**config.mk**
```make
export PLATFORM = sky130hd
export DESIGN_NAME = ssh_lane
export DESIGN_NICKNAME = d
export VERILOG_FILES = /design/src/design/ssh_pkg.sv /design/src/design/ssh_lane.sv
export SDC_FILE = /design/constraint.sdc
export NUM_CORES = 2
export LEC_CHECK = 0
export ABC_CLOCK_PERIOD_IN_PS = 22400
export BUFFER_PORTS_ARGS = -buffer_cell sky130_fd_sc_hd__buf_4
export CORE_AREA = 5 5 422 424
export CTS_BUF_LIST = sky130_fd_sc_hd__clkbuf_16
export DETAILED_ROUTE_END_ITERATION = 7
export DIE_AREA = 0 0 427 429
export PLACE_DENSITY = 0.57
export SLEW_MARGIN = 20
export SYNTH_ARGS = -nofsm -noshare
export SYNTH_HDL_FRONTEND = slang
export SYNTH_SLANG_ARGS = --single-unit
```
**constraint.sdc**
```tcl
create_clock -name clk -period 22.4 [get_ports clk]
set_input_delay 4.48 -clock clk [delete_from_list [all_inputs] [get_ports clk]]
set_output_delay 4.48 -clock clk [all_outputs]
set_load 0.03 [all_outputs]
```
**src/design/ssh_pkg.sv**
```systemverilog
// Shared types, constants and helpers for the state-space horizon predictor.
// No dependencies; every other design file imports this package.
package ssh_pkg;

  localparam int DATA_W    = 32;
  localparam int PROD_W    = 48;
  localparam int ACC_W     = 52;
  localparam int COST_W    = 64;
  localparam int STEP_W    = 7;
  localparam int CFG_W     = 7;
  localparam int CFG_IW    = 1;
  localparam int MAX_LANES = 4;
  localparam int MAX_OUT   = 2;
  localparam int MAX_IN    = 2;
  localparam int BANK_DEPTH = 14;
  localparam int BANK_AW   = 4;

  localparam int DEF_STATE_SIZE  = 4;
  localparam int DEF_INPUT_SIZE  = 2;
  localparam int DEF_OUTPUT_SIZE = 2;
  localparam int DEF_HORIZON_MAX = 64;

  localparam logic [CFG_W-1:0] NP_RESET = 7'd10;
  localparam logic [CFG_W-1:0] NC_RESET = 7'd5;

  localparam logic [CFG_IW-1:0] REG_PRED_HORIZON = 1'd0;
  localparam logic [CFG_IW-1:0] REG_CTRL_HORIZON = 1'd1;

  localparam logic [1:0] CMD_COEF  = 2'd0;
  localparam logic [1:0] CMD_STATE = 2'd1;
  localparam logic [1:0] CMD_STEP  = 2'd2;

  localparam logic [2:0] MAT_AD = 3'd0;
  localparam logic [2:0] MAT_BD = 3'd1;
  localparam logic [2:0] MAT_C  = 3'd2;
  localparam logic [2:0] MAT_Q  = 3'd3;
  localparam logic [2:0] MAT_R  = 3'd4;

  localparam logic [BANK_AW-1:0] OFS_AD = 4'd0;
  localparam logic [BANK_AW-1:0] OFS_BD = 4'd4;
  localparam logic [BANK_AW-1:0] OFS_C  = 4'd6;
  localparam logic [BANK_AW-1:0] OFS_Q  = 4'd10;
  localparam logic [BANK_AW-1:0] OFS_R  = 4'd12;

  typedef struct packed {
    logic                     en;
    logic [1:0]               lane;
    logic [BANK_AW-1:0]       addr;
    logic signed [DATA_W-1:0] data;
  } lane_wr_t;

  typedef struct packed {
    logic                     issue;
    logic                     term;
    logic                     hold;
    logic                     clr;
    logic [BANK_AW-1:0]       addr;
    logic signed [DATA_W-1:0] b;
  } lane_ctl_t;

  typedef struct packed {
    logic                 clr;
    logic                 add;
    logic [MAX_LANES-1:0] mask;
  } merge_ctl_t;

  function automatic logic signed [DATA_W-1:0] sat32(input logic signed [ACC_W-1:0] v);
    if ((&v[ACC_W-1:DATA_W-1]) || !(|v[ACC_W-1:DATA_W-1]))
      return v[DATA_W-1:0];
    else if (v[ACC_W-1])
      return 32'sh8000_0000;
    else
      return 32'sh7fff_ffff;
  endfunction

endpackage

```
**src/design/ssh_lane.sv**
```systemverilog
// One multiply-accumulate lane with its own coefficient bank (one matrix row).
// Depends on ssh_pkg.
module ssh_lane import ssh_pkg::*; #(
  parameter int LANE = 0
) (
  input  logic                     clk,
  input  logic                     rst_n,
  input  lane_wr_t                 wr,
  input  lane_ctl_t                ctl,
  input  logic signed [DATA_W-1:0] lv,
  output logic signed [ACC_W-1:0]  acc,
  output logic signed [DATA_W-1:0] acc_sat
);

  logic signed [DATA_W-1:0] bank_r [BANK_DEPTH];
  logic signed [DATA_W-1:0] rd_r;
  logic signed [DATA_W-1:0] b_r;
  logic signed [DATA_W-1:0] w_r;
  logic                     t1_r;
  logic                     v1_r;
  logic                     v2_r;
  logic signed [PROD_W-1:0] prod_r;
  logic signed [ACC_W-1:0]  acc_r;
  logic signed [DATA_W-1:0] mul_a;
  logic signed [DATA_W-1:0] mul_b;
  logic signed [63:0]       full;

  assign mul_a   = t1_r ? lv : rd_r;
  assign mul_b   = t1_r ? w_r : b_r;
  assign full    = mul_a * mul_b;
  assign acc     = acc_r;
  assign acc_sat = sat32(acc_r);

  always_ff @(posedge clk) begin
    if (!rst_n) begin
      v1_r <= 1'b0;
      v2_r <= 1'b0;
    end else begin
      v1_r <= ctl.issue;
      v2_r <= v1_r;
    end
  end

  always_ff @(posedge clk) begin
    if (wr.en && wr.lane == 2'(LANE)) begin
      bank_r[wr.addr] <= wr.data;
    end
    rd_r   <= bank_r[ctl.addr];
    b_r    <= ctl.b;
    t1_r   <= ctl.term;
    prod_r <= PROD_W'(full >>> 16);
    if (ctl.hold) begin
      w_r <= acc_sat;
    end
    if (ctl.clr) begin
      acc_r <= '0;
    end else if (v2_r) begin
      acc_r <= acc_r + ACC_W'(prod_r);
    end
  end

endmodule

```
# After elaboration in Yosys (flattened, before gate mapping)
# Memories as Yosys holds them, arrays and structs flattened. A register that Yosys moved wholly into a read port is not among the register bits.
# Index checks and enable logic that the tools add are counted.
[word_totals] register_bits=167 ram_bits=448 in_bits=113 output_inout_bits=84 memories=1
[op_classes] add_sub_neg=1 mul=1 n_mux=6 n_reduce_logical=6
[memory_table] memory="bank_r" depth=14 word_bits=32 read_ports=1 rd_clocked_by_memory_dff=1 write_ports=1 line="ssh_lane.sv:15" text="logic signed [DATA_W-1:0] bank_r [BANK_DEPTH];"
[ops] op="$mux 32" count=4
[ops] op="$mul 32x32->64" count=1
[ops] op="$add 52x48->52" count=1
[ops] op="$reduce_and 21->1" count=1
[ops] op="$reduce_or 21->1" count=1
[ops] op="$logic_not 2->1" count=1
[ops] op="$mux 1" count=2
[ops] op="$logic_and 1x1->1" count=1
[ops] op="$logic_not 1->1" count=1
[ops] op="$logic_or 1x1->1" count=1

# Longest topological paths before layout
[depth] word_depth=4 ltp_mapped=33 ltp_nobuf=28

# Worst setup path after synthesis
# Ideal clock, no wire load.
[synth_path] path_kind="input -> register" startpoint="input lv[31]" endpoint="register prod_r[47]" setup_time_ps=121 arrival_ps=11982 t_required_ps=22279 path_slack_ps=10297 cell_stages=30 n_path_buf=2 cell_sequence="mux2_2 -> buf_1 -> nand2_1 -> inv_1 -> fa_1 -> inv_1 -> fa_1 -> inv_1 -> fa_1 -> fa_1 -> inv_1 -> fa_1 -> inv_1 -> fa_1 -> inv_1 -> fa_1 -> inv_1 -> fa_1 -> ha_1 -> clkbuf_1 -> a21o_1 -> a21o_1 -> a21oi_1 -> o21ai_0 -> a221o_1 -> a21oi_1 -> o21ai_0 -> a31oi_1 -> o21bai_1 -> xnor2_1"
[synth_via] elab_chain_len=2
[synth_lines] item="start: declaration" line="ssh_lane.sv:10" text="input logic signed [DATA_W-1:0] lv,"
[synth_lines] item="$mux 32" line="ssh_lane.sv:28" text="assign mul_a = t1_r ? lv : rd_r;"
[synth_lines] item="$mul 32x32->64" line="ssh_lane.sv:30" text="assign full = mul_a * mul_b;"
[synth_lines] item="net full[63]" line="ssh_lane.sv:26" text="logic signed [63:0] full;"
[synth_lines] item="end signal: assignment" line="ssh_lane.sv:51" text="prod_r <= PROD_W'(full >>> 16);"
[synth_lines] item="end: declaration" line="ssh_lane.sv:22" text="logic signed [PROD_W-1:0] prod_r;"
# The timed path passes the listed nets, and every way through them passes these cells.
# A chain may end at the register's enable or synchronous reset.

# Worst setup path after layout
# Ends and elaborated chain as after synthesis.

==> results.tsv <==
stage	metric	value	unit
clock_tree	Num CTS Buffers	71	
drt	routed wire length	184	mm
floorplan	Initial Utilization	34.9	%
run_status	status	finished clean	
worst_hold_path	HP Class	reg2reg	
logic_synthesis	synthesized cell area	0.0605	mm2
clock_tree	clock-pin slew on the worst setup and hold paths	0.06	ns
global_routing	pin count of the biggest net entering global routing	97	
logic_synthesis	main combinational cell family by area after synthesis	adder cells	
logic_synthesis	Synth cell types	82	
critical_path	Slowest cell on crit path	fa_1	
critical_path	crit end category	flip-flop	
drt	post-route ant nets	0	
floorplan	DIE WIDTH	427	um
logic_synthesis	XOR/XNOR Fraction of Synth Area	1.42	%
drt	DRC viols	0	
critical_path	Top delay family on crit path	adder cells	
drt	total number of vias	39800	
drt	DR pass1 iterations	5	
timing	clock skew	0.0431	ns
global_routing	initial antenna violation count	7	
critical_path	Max stage delay on crit path	0.98	ns
clock_tree	Setup Fix Bufs, Post-CTS	0	
timing	final setup violation count	0	
finish	Synth-to-Final Area Change	11.2	%
logic_synthesis	syn avg cell area	11.4	um2
critical_path	internal reg-to-reg setup slack	11.31	ns
clock_tree	CTS sink count	647	
global_routing	first-pass GRT wire length	277	mm
logic_synthesis	leading area contributor after synthesis	fa_1	
flow_run	max capacitance violation total	0	
logic_synthesis	Post-Synthesis Cells	5294	
finish	Fillers	16900	
finish	layout cells sized above 1	12.4	%
timing	Max Clk Rate	80.8	MHz
critical_path	FF-to-FF Start	t1_r	
floorplan	Row Count	153	
clock_tree	later-pin clock latency in the skew report	0.66	ns
timing	share of the clock period used by the worst path	55.3	%
finish	commonest non-fill, non-tap cell in the layout	fa_1	
finish	most frequent cells in the layout	fa_1 (1082), inv_1 (974), nor2_1 (623), nand2_1 (548), edfxtp_1 (480)	
critical_path	worst setup path start	lv[31]	
global_routing	grt ovf	0	
place	HPWL after detailed placement	141	mm
clock_tree	post-CTS resize count	0	
critical_path	CP Class	in2reg	
timing	Worst Max-Slew Pin Slew	1.07	ns
critical_path	crit path DAT	12.90	ns
timing	Fin. Hold Viols	0	
logic_synthesis	post-synth net total	6720	
drt	post-DR vias/cell	5.10	
clock_tree	CTS tree	yes	
clock_tree	CTS Root Cell	clkbuf_16	
critical_path	WP buf/inv	6	
logic_synthesis	predominant post-synthesis flop cell	edfxtp_1	
timing	Final min period	12.38	ns
logic_synthesis	mux share of post-synthesis cell area	7.72	%
logic_synthesis	Seq/Total Area, Yosys	29.4	%
place	PortBufs	196	
timing	max-slew violations	0	
logic_synthesis	Synth Area in Adders	40.6	%
logic_synthesis	FFs w/ async S/R, synth	0	%
global_routing	Overall Global Routing Usage	20.2	%
clock_tree	# hold bufs at CTS	0	
critical_path	Reg2Reg Capture Point	prod_r[47]	
critical_path	CP Max Fanout	19	
critical_path	number of cells on the critical path	27	
timing	Setup TNS	0	ns
logic_synthesis	warning count from the yosys run	0	
floorplan	I/O Pins	197	
floorplan	die area	0.183	mm2
floorplan	Chip Height	429	um
clock_tree	Max clock buf depth	3	
clock_tree	H-Tree Level Count	3	
floorplan	Core Region	0.173	mm2
logic_synthesis	Post-synth EDFFs	480	
finish	Final #Nets	6841	
logic_synthesis	largest cells by area after synthesis	fa_1 (36%), edfxtp_1 (24%), inv_1 (5.9%), dfxtp_1 (5.5%), ha_1 (4.8%)	
critical_path	Startpoint Class	input port	
logic_synthesis	Compound-Gate Fraction of Synth Area	4.38	%
drt	Iter 0 DRT Violations	2794	
critical_path	Worst R2R Path Depth	28	
drt	wire per inst	23.6	um
timing	max_slew headroom	28.5	%
logic_synthesis	post-synthesis simple-gate area fraction	9.12	%
place	RePlAce Congestion	0.933	
critical_path	crit-path most repeated cell	fa_1	
logic_synthesis	synthesized flop and latch total	647	
timing	RSZ-0062 raised after global routing	no	
logic_synthesis	post-synth top area share	35.8	%
global_routing	vias in the first global route	43300	
critical_path	CP Capture Point	prod_r[47]	
critical_path	WP data required	22.92	ns
-- stage by stage --
step | cell area, um2 | std cells | worst slack (ns) | utilization, % | hold slack, ns
after CTS | 67300 | 7796 | 10.10 | 38.8 | 0.446
after detailed placement | 65000 | 7667 | 9.43 | 37.5 | 0.429
final | 67300 | 7797 | 10.02 | 38.8 | 0.442
after global placement | 65000 | 7667 | 9.54 | 37.5 | 0.426
after global routing | 67300 | 7796 | 9.46 | 38.8 | 0.451
after floorplan | 60500 | 5294 | 10.30 | - | 0.412
-- Yosys cell counts, types with 3 or more instances --
| master | number |
|---|---|
| a21o_1 | 93 |
| a311o_1 | 3 |
| mux4_2 | 128 |
| dfxtp_1 | 167 |
| inv_1 | 956 |
| a211oi_1 | 12 |
| a311oi_1 | 3 |
| a41oi_1 | 3 |
| o2111ai_1 | 3 |
| mux2i_1 | 82 |
| nand4_1 | 21 |
| a21oi_1 | 112 |
| nor2_1 | 634 |
| and2_1 | 21 |
| o31ai_1 | 6 |
| nand2_1 | 548 |
| nor3_1 | 31 |
| and4_1 | 4 |
| mux2_2 | 86 |
| a31o_2 | 6 |
| o22ai_1 | 5 |
| o21a_1 | 16 |
| nand3_1 | 27 |
| a2111oi_0 | 4 |
| buf_1 | 37 |
| nor2b_1 | 8 |
| buf_2 | 3 |
| xor2_1 | 32 |
| o21bai_1 | 28 |
| nand2b_1 | 16 |
| xnor2_1 | 66 |
| clkbuf_1 | 188 |
| fa_1 | 1082 |
| a211o_1 | 7 |
| or2_2 | 12 |
| ha_1 | 231 |
| o21ai_0 | 46 |
| a21boi_0 | 3 |
| edfxtp_1 | 480 |
| and3_1 | 15 |
| nor4_1 | 6 |
| a31oi_1 | 12 |
-- kinds of logic after synthesis --
| family | Yosys count |
|---|---|
| xor+xnor | 98 |
| buf+inv | 1189 |
| simple gates | 1357 |
| mux | 296 |
| fa+ha+maj | 1313 |
| compound gates | 394 |
| flops | 647 |
-- worst register-to-register path, delay by kind of cell (launching register included) --
kind	cells	cell delay (ns)
buf+inv	7	2.23
flops	1	0.87
compound gates	9	1.66
mux	1	0.63
xor+xnor	1	0.13
fa+ha+maj	9	5.28
simple gates	1	0.16
-- cell type report --
cell class                 count  area, um2  share of cell area [%]
antenna                        1       2.50                 0.00372
sequential                   647      17800                    26.4
multi-input combinational   3458      38600                    57.4
clock inverter                58        522                   0.775
timing repair buffer         280       2110                    3.14
inverter                     957       3590                    5.34
tap                         2325       2910                    4.32
clock buffer                  71       1780                    2.64
-- state kept, by name (all words and copies together) (netlist names) --
signal and count:
acc 52, b_r 32, bank_r 448, prod_r 48, rd_r 32, t1_r 1
v1_r 1, v2_r 1, w_r 32
-- routing by layer --
layer	GRT usage (%)	part of all wire, %	vias to the layer above
li1	-	-	17000
met1	25.1	39	21100
met2	34.5	49	1342
met3	4.02	7.0	333
met4	8.28	4.9	4
met5	0	0.019	-
-- worst min path at each step --
| stage | from | end | depth (start not counted) |
|---|---|---|---|
| after floorplan | v1_r | v2_r | 1 |
| after global placement | v1_r | v2_r | 1 |
| after detailed placement | v1_r | v2_r | 1 |
| after CTS | v1_r | v2_r | 1 |
| after global routing | v1_r | v2_r | 1 |
| final | v1_r | v2_r | 1 |
Power is left out: the tool's default activity adds up to more than one toggle a clock period on the data nets, which glitch-free logic cannot reach.
